[src/design/assert_macros.svh]
// Assertion helpers shared by the deframer modules.
`ifndef ASSERT_MACROS_SVH
`define ASSERT_MACROS_SVH

// Property must hold on every clock edge outside reset.
`define WSD_ASSERT(lbl, clk, rst, prop) \
   lbl: assert property (@(posedge clk) disable iff (rst) (prop)) \
      else $error("wsd assertion failed");

// When ante holds, cons must hold on the next clock edge.
`define WSD_ASSERT_NEXT(lbl, clk, rst, ante, cons) \
   lbl: assert property (@(posedge clk) disable iff (rst) (ante) |=> (cons)) \
      else $error("wsd assertion failed");

`endif

[src/design/wsd_pkg.sv]
// ----------------------------------------------------------------------------
// wsd_pkg
// Types and constants shared by the WebSocket frame deframer modules.
// ----------------------------------------------------------------------------
`default_nettype none

package wsd_pkg;

   localparam int LEN_W        = 63;
   localparam int RESULT_DEPTH = 4;

   localparam logic [1:0] KIND_HEADER  = 2'd0;
   localparam logic [1:0] KIND_PAYLOAD = 2'd1;
   localparam logic [1:0] KIND_END     = 2'd2;
   localparam logic [1:0] KIND_ERROR   = 2'd3;

   localparam logic [3:0] OP_CONT  = 4'h0;
   localparam logic [3:0] OP_CLOSE = 4'h8;
   localparam logic [3:0] OP_PING  = 4'h9;
   localparam logic [3:0] OP_PONG  = 4'hA;

   localparam logic [6:0] LEN_CODE_EXT16 = 7'd126;
   localparam logic [6:0] LEN_CODE_EXT64 = 7'd127;

   localparam logic [2:0] EXT16_LAST = 3'd1;
   localparam logic [2:0] EXT64_LAST = 3'd7;
   localparam logic [2:0] KEY_LAST   = 3'd3;

   typedef enum logic [7:0] {
      PH_HDR0    = 8'b0000_0001,
      PH_HDR1    = 8'b0000_0010,
      PH_EXT16   = 8'b0000_0100,
      PH_EXT64   = 8'b0000_1000,
      PH_KEY     = 8'b0001_0000,
      PH_PAYLOAD = 8'b0010_0000,
      PH_SKIP    = 8'b0100_0000,
      PH_CLOSED  = 8'b1000_0000
   } phase_type;

   typedef struct packed {
      logic [1:0]       kind;
      logic [7:0]       data_byte;
      logic [3:0]       frame_opcode;
      logic [2:0]       reserved_bits;
      logic             final_flag;
      logic [LEN_W-1:0] frame_length;
      logic             closing;
      logic             last;
   } result_type;

   // Results produced by one accepted request, slot 0 first.
   typedef struct packed {
      logic [1:0] count;
      result_type r0;
      result_type r1;
   } push_type;

endpackage

`default_nettype wire

[src/design/wsd_parser.sv]
// ----------------------------------------------------------------------------
// wsd_parser
// Per-byte header/payload state machine; produces up to two results per byte.
// ----------------------------------------------------------------------------
`default_nettype none

`include "assert_macros.svh"

module wsd_parser (
   input  wire logic              clock,
   input  wire logic              reset,
   input  wire logic              accept,
   input  wire logic [7:0]        link_byte,
   output wsd_pkg::push_type      push
);

   localparam int LW = wsd_pkg::LEN_W;

   wsd_pkg::phase_type phase_ff, phase_in;
   logic [2:0]    cnt_ff, cnt_in;
   logic          in_msg_ff, in_msg_in;
   logic          fin_ff, fin_in;
   logic [3:0]    op_ff, op_in;
   logic [2:0]    rsv_ff, rsv_in;
   logic          masked_ff, masked_in;
   logic [31:0]   key_ff, key_in;
   logic [LW-1:0] len_ff, len_in;
   logic [1:0]    off_ff, off_in;

   logic          length_done, hdr_done, start, frame_end;
   logic          emit_a, emit_end, closes;
   logic [7:0]    key_byte;
   wsd_pkg::result_type res_a, res_end;

   always_comb begin
      unique case (off_ff)
         2'd0:    key_byte = key_ff[31:24];
         2'd1:    key_byte = key_ff[23:16];
         2'd2:    key_byte = key_ff[15:8];
         default: key_byte = key_ff[7:0];
      endcase
   end

   always_comb begin
      phase_in    = phase_ff;
      cnt_in      = cnt_ff;
      in_msg_in   = in_msg_ff;
      fin_in      = fin_ff;
      op_in       = op_ff;
      rsv_in      = rsv_ff;
      masked_in   = masked_ff;
      key_in      = key_ff;
      len_in      = len_ff;
      off_in      = off_ff;
      length_done = 1'b0;
      hdr_done    = 1'b0;
      start       = 1'b0;
      frame_end   = 1'b0;
      emit_a      = 1'b0;
      emit_end    = 1'b0;
      closes      = 1'b0;
      res_a       = '0;
      res_end     = '0;

      unique case (phase_ff)
         wsd_pkg::PH_HDR0: begin
            fin_in   = link_byte[7];
            rsv_in   = link_byte[6:4];
            op_in    = link_byte[3:0];
            phase_in = wsd_pkg::PH_HDR1;
         end
         wsd_pkg::PH_HDR1: begin
            masked_in = link_byte[7];
            cnt_in    = 3'd0;
            if (link_byte[6:0] == wsd_pkg::LEN_CODE_EXT16) begin
               len_in   = '0;
               phase_in = wsd_pkg::PH_EXT16;
            end else if (link_byte[6:0] == wsd_pkg::LEN_CODE_EXT64) begin
               len_in   = '0;
               phase_in = wsd_pkg::PH_EXT64;
            end else begin
               len_in      = {{(LW-7){1'b0}}, link_byte[6:0]};
               length_done = 1'b1;
            end
         end
         wsd_pkg::PH_EXT16, wsd_pkg::PH_EXT64: begin
            // big-endian; top bit of a 64-bit length falls off the end
            len_in = {len_ff[LW-9:0], link_byte};
            if (cnt_ff == ((phase_ff == wsd_pkg::PH_EXT16) ? wsd_pkg::EXT16_LAST
                                                           : wsd_pkg::EXT64_LAST)) begin
               cnt_in      = 3'd0;
               length_done = 1'b1;
            end else begin
               cnt_in = cnt_ff + 3'd1;
            end
         end
         wsd_pkg::PH_KEY: begin
            key_in = {key_ff[23:0], link_byte};
            if (cnt_ff >= wsd_pkg::KEY_LAST) begin
               cnt_in   = 3'd0;
               hdr_done = 1'b1;
            end else begin
               cnt_in = cnt_ff + 3'd1;
            end
         end
         wsd_pkg::PH_PAYLOAD: begin
            emit_a          = 1'b1;
            res_a.kind      = wsd_pkg::KIND_PAYLOAD;
            res_a.data_byte = masked_ff ? (link_byte ^ key_byte) : link_byte;
            off_in          = off_ff + 2'd1;
            // len_ff counts the bytes still due in this frame
            if (len_ff == LW'(1)) frame_end = 1'b1;
            else                  len_in    = len_ff - LW'(1);
         end
         wsd_pkg::PH_SKIP: begin
            if (len_ff == LW'(1)) phase_in = wsd_pkg::PH_HDR0;
            else                  len_in   = len_ff - LW'(1);
         end
         wsd_pkg::PH_CLOSED: begin
         end
         default: begin
         end
      endcase

      if (length_done) begin
         key_in = '0;
         if (masked_in) begin
            cnt_in   = 3'd0;
            phase_in = wsd_pkg::PH_KEY;
         end else begin
            hdr_done = 1'b1;
         end
      end

      if (hdr_done) begin
         res_a.frame_opcode  = op_ff;
         res_a.reserved_bits = rsv_ff;
         res_a.final_flag    = fin_ff;
         res_a.frame_length  = len_in;
         if (!in_msg_ff) begin
            emit_a     = 1'b1;
            res_a.kind = wsd_pkg::KIND_HEADER;
            start      = 1'b1;
         end else if (op_ff == wsd_pkg::OP_CONT) begin
            start = 1'b1;
         end else if (op_ff == wsd_pkg::OP_PING || op_ff == wsd_pkg::OP_PONG) begin
            off_in   = 2'd0;
            phase_in = (len_in == '0) ? wsd_pkg::PH_HDR0 : wsd_pkg::PH_SKIP;
         end else begin
            emit_a     = 1'b1;
            res_a.kind = wsd_pkg::KIND_ERROR;
            in_msg_in  = 1'b0;
            phase_in   = wsd_pkg::PH_HDR0;
         end
      end

      if (start) begin
         off_in    = 2'd0;
         in_msg_in = 1'b1;
         if (len_in == '0) frame_end = 1'b1;
         else              phase_in  = wsd_pkg::PH_PAYLOAD;
      end

      if (frame_end) begin
         if (fin_ff) begin
            closes          = (op_ff == wsd_pkg::OP_CLOSE);
            emit_end        = 1'b1;
            res_end.kind    = wsd_pkg::KIND_END;
            res_end.closing = closes;
            in_msg_in       = 1'b0;
            phase_in        = closes ? wsd_pkg::PH_CLOSED : wsd_pkg::PH_HDR0;
         end else begin
            in_msg_in = 1'b1;
            phase_in  = wsd_pkg::PH_HDR0;
         end
      end
   end

   always_comb begin
      push.count   = accept ? ({1'b0, emit_a} + {1'b0, emit_end}) : 2'd0;
      push.r0      = emit_a ? res_a : res_end;
      push.r0.last = !(emit_a && emit_end);
      push.r1      = res_end;
      push.r1.last = 1'b1;
   end

   always_ff @(posedge clock) begin
      if (reset) begin
         phase_ff  <= wsd_pkg::PH_HDR0;
         cnt_ff    <= '0;
         in_msg_ff <= 1'b0;
         fin_ff    <= 1'b0;
         op_ff     <= '0;
         rsv_ff    <= '0;
         masked_ff <= 1'b0;
         key_ff    <= '0;
         len_ff    <= '0;
         off_ff    <= '0;
      end else if (accept) begin
         phase_ff  <= phase_in;
         cnt_ff    <= cnt_in;
         in_msg_ff <= in_msg_in;
         fin_ff    <= fin_in;
         op_ff     <= op_in;
         rsv_ff    <= rsv_in;
         masked_ff <= masked_in;
         key_ff    <= key_in;
         len_ff    <= len_in;
         off_ff    <= off_in;
      end
   end

   `WSD_ASSERT_NEXT(a_closed_sticky, clock, reset,
                    phase_ff == wsd_pkg::PH_CLOSED, phase_ff == wsd_pkg::PH_CLOSED)
   `WSD_ASSERT(a_pair_ends_with_end, clock, reset,
               push.count != 2'd2 || push.r1.kind == wsd_pkg::KIND_END)
   `WSD_ASSERT(a_closed_silent, clock, reset,
               phase_ff != wsd_pkg::PH_CLOSED || push.count == 2'd0)

endmodule

`default_nettype wire

[src/design/wsd_result_queue.sv]
// ----------------------------------------------------------------------------
// wsd_result_queue
// Small result queue: takes up to two results per cycle, gives out one per cycle unless out_stall holds it.
// ----------------------------------------------------------------------------
`default_nettype none

`include "assert_macros.svh"

module wsd_result_queue #(
   parameter int DEPTH = wsd_pkg::RESULT_DEPTH
) (
   input  wire logic                 clock,
   input  wire logic                 reset,
   input  wire wsd_pkg::push_type    push,
   output logic                      full2,
   output logic                      out_valid,
   input  wire logic                 out_stall,
   output wsd_pkg::result_type       out_result
);

   localparam int PTR_W = (DEPTH > 1) ? $clog2(DEPTH) : 1;
   localparam int CNT_W = $clog2(DEPTH + 1);

   wsd_pkg::result_type mem_ff [DEPTH];
   logic [PTR_W-1:0] wr_ptr_ff, wr_ptr_in, wr_ptr_nx;
   logic [PTR_W-1:0] rd_ptr_ff, rd_ptr_in;
   logic [CNT_W-1:0] count_ff, count_in;
   logic             pop;

   function automatic logic [PTR_W-1:0] ptr_inc(input logic [PTR_W-1:0] p);
      ptr_inc = (p == PTR_W'(DEPTH - 1)) ? '0 : p + PTR_W'(1);
   endfunction

   assign pop        = out_valid && !out_stall;
   assign out_valid  = (count_ff != '0);
   assign out_result = mem_ff[rd_ptr_ff];
   // room for two results is needed before a request is taken
   assign full2      = (count_ff > CNT_W'(DEPTH - 2));

   always_comb begin
      wr_ptr_nx = ptr_inc(wr_ptr_ff);
      unique case (push.count)
         2'd1:    wr_ptr_in = wr_ptr_nx;
         2'd2:    wr_ptr_in = ptr_inc(wr_ptr_nx);
         default: wr_ptr_in = wr_ptr_ff;
      endcase
      rd_ptr_in = pop ? ptr_inc(rd_ptr_ff) : rd_ptr_ff;
      count_in  = count_ff + CNT_W'(push.count) - CNT_W'(pop);
   end

   always_ff @(posedge clock) begin
      if (push.count != 2'd0) mem_ff[wr_ptr_ff] <= push.r0;
      if (push.count == 2'd2) mem_ff[wr_ptr_nx] <= push.r1;
   end

   always_ff @(posedge clock) begin
      if (reset) begin
         wr_ptr_ff <= '0;
         rd_ptr_ff <= '0;
         count_ff  <= '0;
      end else begin
         wr_ptr_ff <= wr_ptr_in;
         rd_ptr_ff <= rd_ptr_in;
         count_ff  <= count_in;
      end
   end

   `WSD_ASSERT(a_no_overfill, clock, reset, count_ff <= CNT_W'(DEPTH))
   `WSD_ASSERT(a_push_has_room, clock, reset,
               push.count == 2'd0 || count_ff <= CNT_W'(DEPTH - 2))

endmodule

`default_nettype wire

[src/design/websocket_frame_deframer.sv]
// ----------------------------------------------------------------------------
// websocket_frame_deframer
// Receive-side WebSocket frame parser, one link byte per request.
// ----------------------------------------------------------------------------
// Takes one received byte per cycle while req_stall is low. Each byte updates
// the header/payload state machine in the cycle it is taken, and its results
// (none, one, or two when a message end coincides with a header or a frame's
// last payload byte) land in a DEPTH-entry result queue in the cycle after. A
// request is taken whenever the queue has room for two results, so with the
// result side draining one per cycle the block sustains one byte per cycle;
// the queue's single read port limits output to one result per cycle. After a
// final close frame all further bytes are taken and dropped until reset.
`default_nettype none

module websocket_frame_deframer #(
   parameter int RESULT_DEPTH = wsd_pkg::RESULT_DEPTH
) (
   input  wire logic                       clock,
   input  wire logic                       reset,
   input  wire logic                       req_valid,
   output logic                            req_stall,
   input  wire logic [7:0]                 req_link_byte,
   output logic                            rsp_valid,
   input  wire logic                       rsp_stall,
   output logic [1:0]                      rsp_kind,
   output logic [7:0]                      rsp_data_byte,
   output logic [3:0]                      rsp_frame_opcode,
   output logic [2:0]                      rsp_reserved_bits,
   output logic                            rsp_final_flag,
   output logic [wsd_pkg::LEN_W-1:0]       rsp_frame_length,
   output logic                            rsp_closing,
   output logic                            rsp_last
);

   wsd_pkg::push_type   push;
   wsd_pkg::result_type head;
   logic                full2;
   logic                accept;

   assign req_stall = full2;
   assign accept    = req_valid && !req_stall;

   wsd_parser u_parser (
      .clock     (clock),
      .reset     (reset),
      .accept    (accept),
      .link_byte (req_link_byte),
      .push      (push)
   );

   wsd_result_queue #(
      .DEPTH (RESULT_DEPTH)
   ) u_queue (
      .clock      (clock),
      .reset      (reset),
      .push       (push),
      .full2      (full2),
      .out_valid  (rsp_valid),
      .out_stall  (rsp_stall),
      .out_result (head)
   );

   assign rsp_kind          = head.kind;
   assign rsp_data_byte     = head.data_byte;
   assign rsp_frame_opcode  = head.frame_opcode;
   assign rsp_reserved_bits = head.reserved_bits;
   assign rsp_final_flag    = head.final_flag;
   assign rsp_frame_length  = head.frame_length;
   assign rsp_closing       = head.closing;
   assign rsp_last          = head.last;

endmodule

`default_nettype wire

[config.mk]
export PLATFORM = sky130hd
export DESIGN_NAME = websocket_frame_deframer
export DESIGN_NICKNAME = d
export VERILOG_FILES = /design/src/design/wsd_pkg.sv /design/src/design/wsd_parser.sv /design/src/design/wsd_result_queue.sv /design/src/design/websocket_frame_deframer.sv
export VERILOG_INCLUDE_DIRS = /design/src /design/src/design
export SDC_FILE = /design/constraint.sdc
export NUM_CORES = 1
export LEC_CHECK = 0
export BUFFER_PORTS_ARGS = -buffer_cell sky130_fd_sc_hd__buf_2
export CAP_MARGIN = 20
export CORE_UTILIZATION = 30
export CTS_CLUSTER_SIZE = 12
export DETAILED_ROUTE_END_ITERATION = 7
export PLACE_DENSITY_LB_ADDON = 0.25
export SLEW_MARGIN = 10
export SYNTH_ARGS = -nofsm -noshare
export SYNTH_HDL_FRONTEND = slang
export SYNTH_HIERARCHICAL = 1
export SYNTH_SLANG_ARGS = --single-unit
[constraint.sdc]
create_clock -name clock -period 10.3 [get_ports clock]
set_clock_uncertainty 0.1 [all_clocks]
set_input_delay 0.515 -clock clock [delete_from_list [all_inputs] [get_ports clock]]
set_output_delay 0.515 -clock clock [all_outputs]
set_load 0.1 [all_outputs]
==> out/qor.txt <==
status = finished, final reports clean
first-pass GRT wire length = 123 mm
ANT cells = 0
commonest non-fill, non-tap cells in the layout = mux2_2 (333), edfxtp_1 (332), nor2_1 (220)
via count of the first global-routing pass = 18,725
IR drop worst, VDD = 97.9 uV
fmax = 118 MHz
Pre-antenna DRT Iters = 8
clk slew on worst S/H paths = 0.06 ns
vias per inst = 5.38
worst reg-to-reg setup slack = 1.84 ns
Post-synth EDFFs = 332
post-synthesis cell count = 2,261
input/output buffers = 96
layout overhead on the synthesized area = 10.9%
slew of the pin with the lowest slew margin = 1.15 ns
layout cell share with drive strength beyond 1 = 0.291
initial antenna violation count = 2
initial core utilization = 0.303
Mean Syn Cell Area = 11.6 um2
DRC viols = 0
CTS buffer count = 52
Critical Path RT = 10.55 ns
Worst EP arrival = 8.70 ns
GRT Total Usage = 0.182
sw frac = 0.403
CTS tree = built
post-synth top area cell = edfxtp_1
cts repair resizes = 0
share of power burned in registers = 0.361
dpl cell area = 27,400 um2
register area share after synthesis = 0.476
Final Cycle Share = 0.821
#FFs+latches synth = 459
Pint = 3.67 mW
count of final setup violators = 0
post-route ant nets = 0
Sink Count = 459
total power = 6.14 mW
CTS max path bufs = 3
hold slack = 0.171 ns
worst r2r src = u_parser/phase_ff[6]
final instance area = 29,100 um2
drt initial violations = 1,536
max cap viols = 0
postcts setup bufs = 0
core area = 86,800 um2
row count = 108
asr flop ratio synth = 0
Fin Setup TNS = 0 ns
RSZ-0062 raised after global routing = false
WS Path Type = flop to flop
Pleak = 10.4 nW
pwr dens = 211 nW/um2
Hold/Removal Path Class = input port to flop
largest net degree at the start of global routing = 79
Post-Syn Area = 26,300 um2
Final Critical Period = 8.46 ns
DP HPWL = 53.8 mm
number of distinct library cells after synthesis = 82
CP Max Fanout = 50
final hold vios = 0
Clock power frac = 0.301
die extent in x = 298 um
Psw = 2.48 mW
Post-CTS Hold Buffers = 0
min-delay src = rsp_stall
# IOs = 97
post-synth top area share = 0.379
Die ar. = 88,800 um2
NumNets Final = 2,314
YS warnings = 6
largest cells by area after synthesis = edfxtp_1 (38%), mux2_2 (14%), dfxtp_1 (9.7%)
final max-slew violation count = 0
Die Ht = 298 um
Clock Latency Late Sink = 0.61 ns
clock root cell = clkbuf_16
CP startpoint kind = flop
routability cong. = 0.989
DR WL/cell = 23.6 um
Synth Flop Type = edfxtp_1
WL final = 82.2 mm
combinational share of power = 0.338
via count = 18,717
H-tree levels = 2
GRT overflow = 0
CP Capture Type = flop
commonest non-fill, non-tap cell in the layout = mux2_2
critical path launch point = u_parser/phase_ff[6]
slew margin rel. = 0.229
-- synth_stat cells (all sizes together), types with 9 or more instances --
master,number
clkbuf,105
inv,43
xnor2,10
nand2,156
nor4,50
nor3,43
dfxtp,127
nand4,38
and2,11
mux2,333
or3,14
mux4,83
mux2i,19
or4,15
o21ai,50
nor2,221
a22o,9
o211ai,14
a21oi,95
buf,155
xor2,14
a211oi,77
a31oi,14
edfxtp,332
nand2b,9
and3,11
ha,22
a22oi,9
nand3,60
-- power groups by stage --
| stage | combinational, mW | sequential, mW | clock (mW) |
|---|---|---|---|
| after floorplan | 1.70 | 2.13 | 0 |
| after global placement | 2.07 | 2.25 | 0 |
| after detailed placement | 2.07 | 2.25 | 0 |
| after CTS | 2.07 | 2.21 | 1.91 |
| after global routing | 2.19 | 2.23 | 1.97 |
| final | 2.08 | 2.22 | 1.85 |
-- critical path, cell delays in order (launching register included) --
cell,delay (ns)
dfxtp_1,0.38
or4_4,0.59
or4_1,0.94
nand2_1,0.61
buf_4,0.35
o21ai_0,0.12
a22o_1,0.20
nor3_1,0.86
nand4_1,0.16
nor4b_1,0.39
nand4_1,0.16
o32a_1,0.41
nor2_1,0.26
ha_1,0.28
and2_1,0.18
inv_1,0.09
ha_1,0.47
nand2_4,0.66
buf_4,0.56
mux2_2,0.36
-- state kept, by name, summed over array words and instances, names as in the netlist, 2 cells and up, named ones only --
| register | count |
|---|---|
| u_parser/rsv_ff | 3 |
| u_queue/rd_ptr_ff | 2 |
| u_parser/cnt_ff | 3 |
| u_queue/count_ff | 3 |
| u_parser/op_ff | 4 |
| u_parser/key_ff | 32 |
| u_queue/wr_ptr_ff | 2 |
| u_parser/phase_ff | 8 |
| u_queue/mem_ff | 332 |
| u_parser/off_ff | 2 |
| u_parser/len_ff | 63 |
-- through the flow --
step / setup WS [ns] / cells / utilization
after floorplan: -0.455 / 2341 / -
after global placement: 1.88 / 3376 / 0.316
after detailed placement: 1.93 / 3379 / 0.316
after CTS: 1.91 / 3476 / 0.336
after global routing: 1.62 / 3477 / 0.336
final: 1.84 / 3477 / 0.336
-- final cells by class --
cell class,count,area [um2]
Fill cell,8708,57600
Inverter,43,161
Tap cell,1155,1450
Sequential cell,459,12500
Timing Repair Buffer,144,883
Multi-Input combinational cell,1579,12500
Clock buffer,79,1510
Clock inverter,18,174
-- path summary, 6_finish.rpt --
| kind | end | cells past startpoint |
|---|---|---|
| setup / recovery | u_queue/mem_ff[3][32] | 19 |
| hold / removal | flop | 3 |
| setup reg to reg | u_queue/mem_ff[3][32] | 19 |
| hold reg to reg | u_parser/key_ff[31] | 2 |
-- cells by family after synthesis --
logic type | Yosys count | share of synthesized area
AOI/OAI and AO/OA | 344 | 0.0898
buffers and inverters | 303 | 0.0656
adders and majority gates | 23 | 0.0112
and+or+nand+nor | 671 | 0.128
xor gates and xnor gates | 24 | 0.00800
DFF | 459 | 0.476
other | 2 | 0.000286
muxes | 435 | 0.221
-- per-layer routing --
metal / GRT usage / vias to the layer above / share of wire
li1: - / 8509 / -
met1: 0.249 / 9427 / 0.45
met2: 0.301 / 639 / 0.47
met3: 0.0241 / 140 / 0.052
met4: 0.0474 / 2 / 0.025
met5: 0 / - / 0.00012
(Power assumes the default switching activity.)
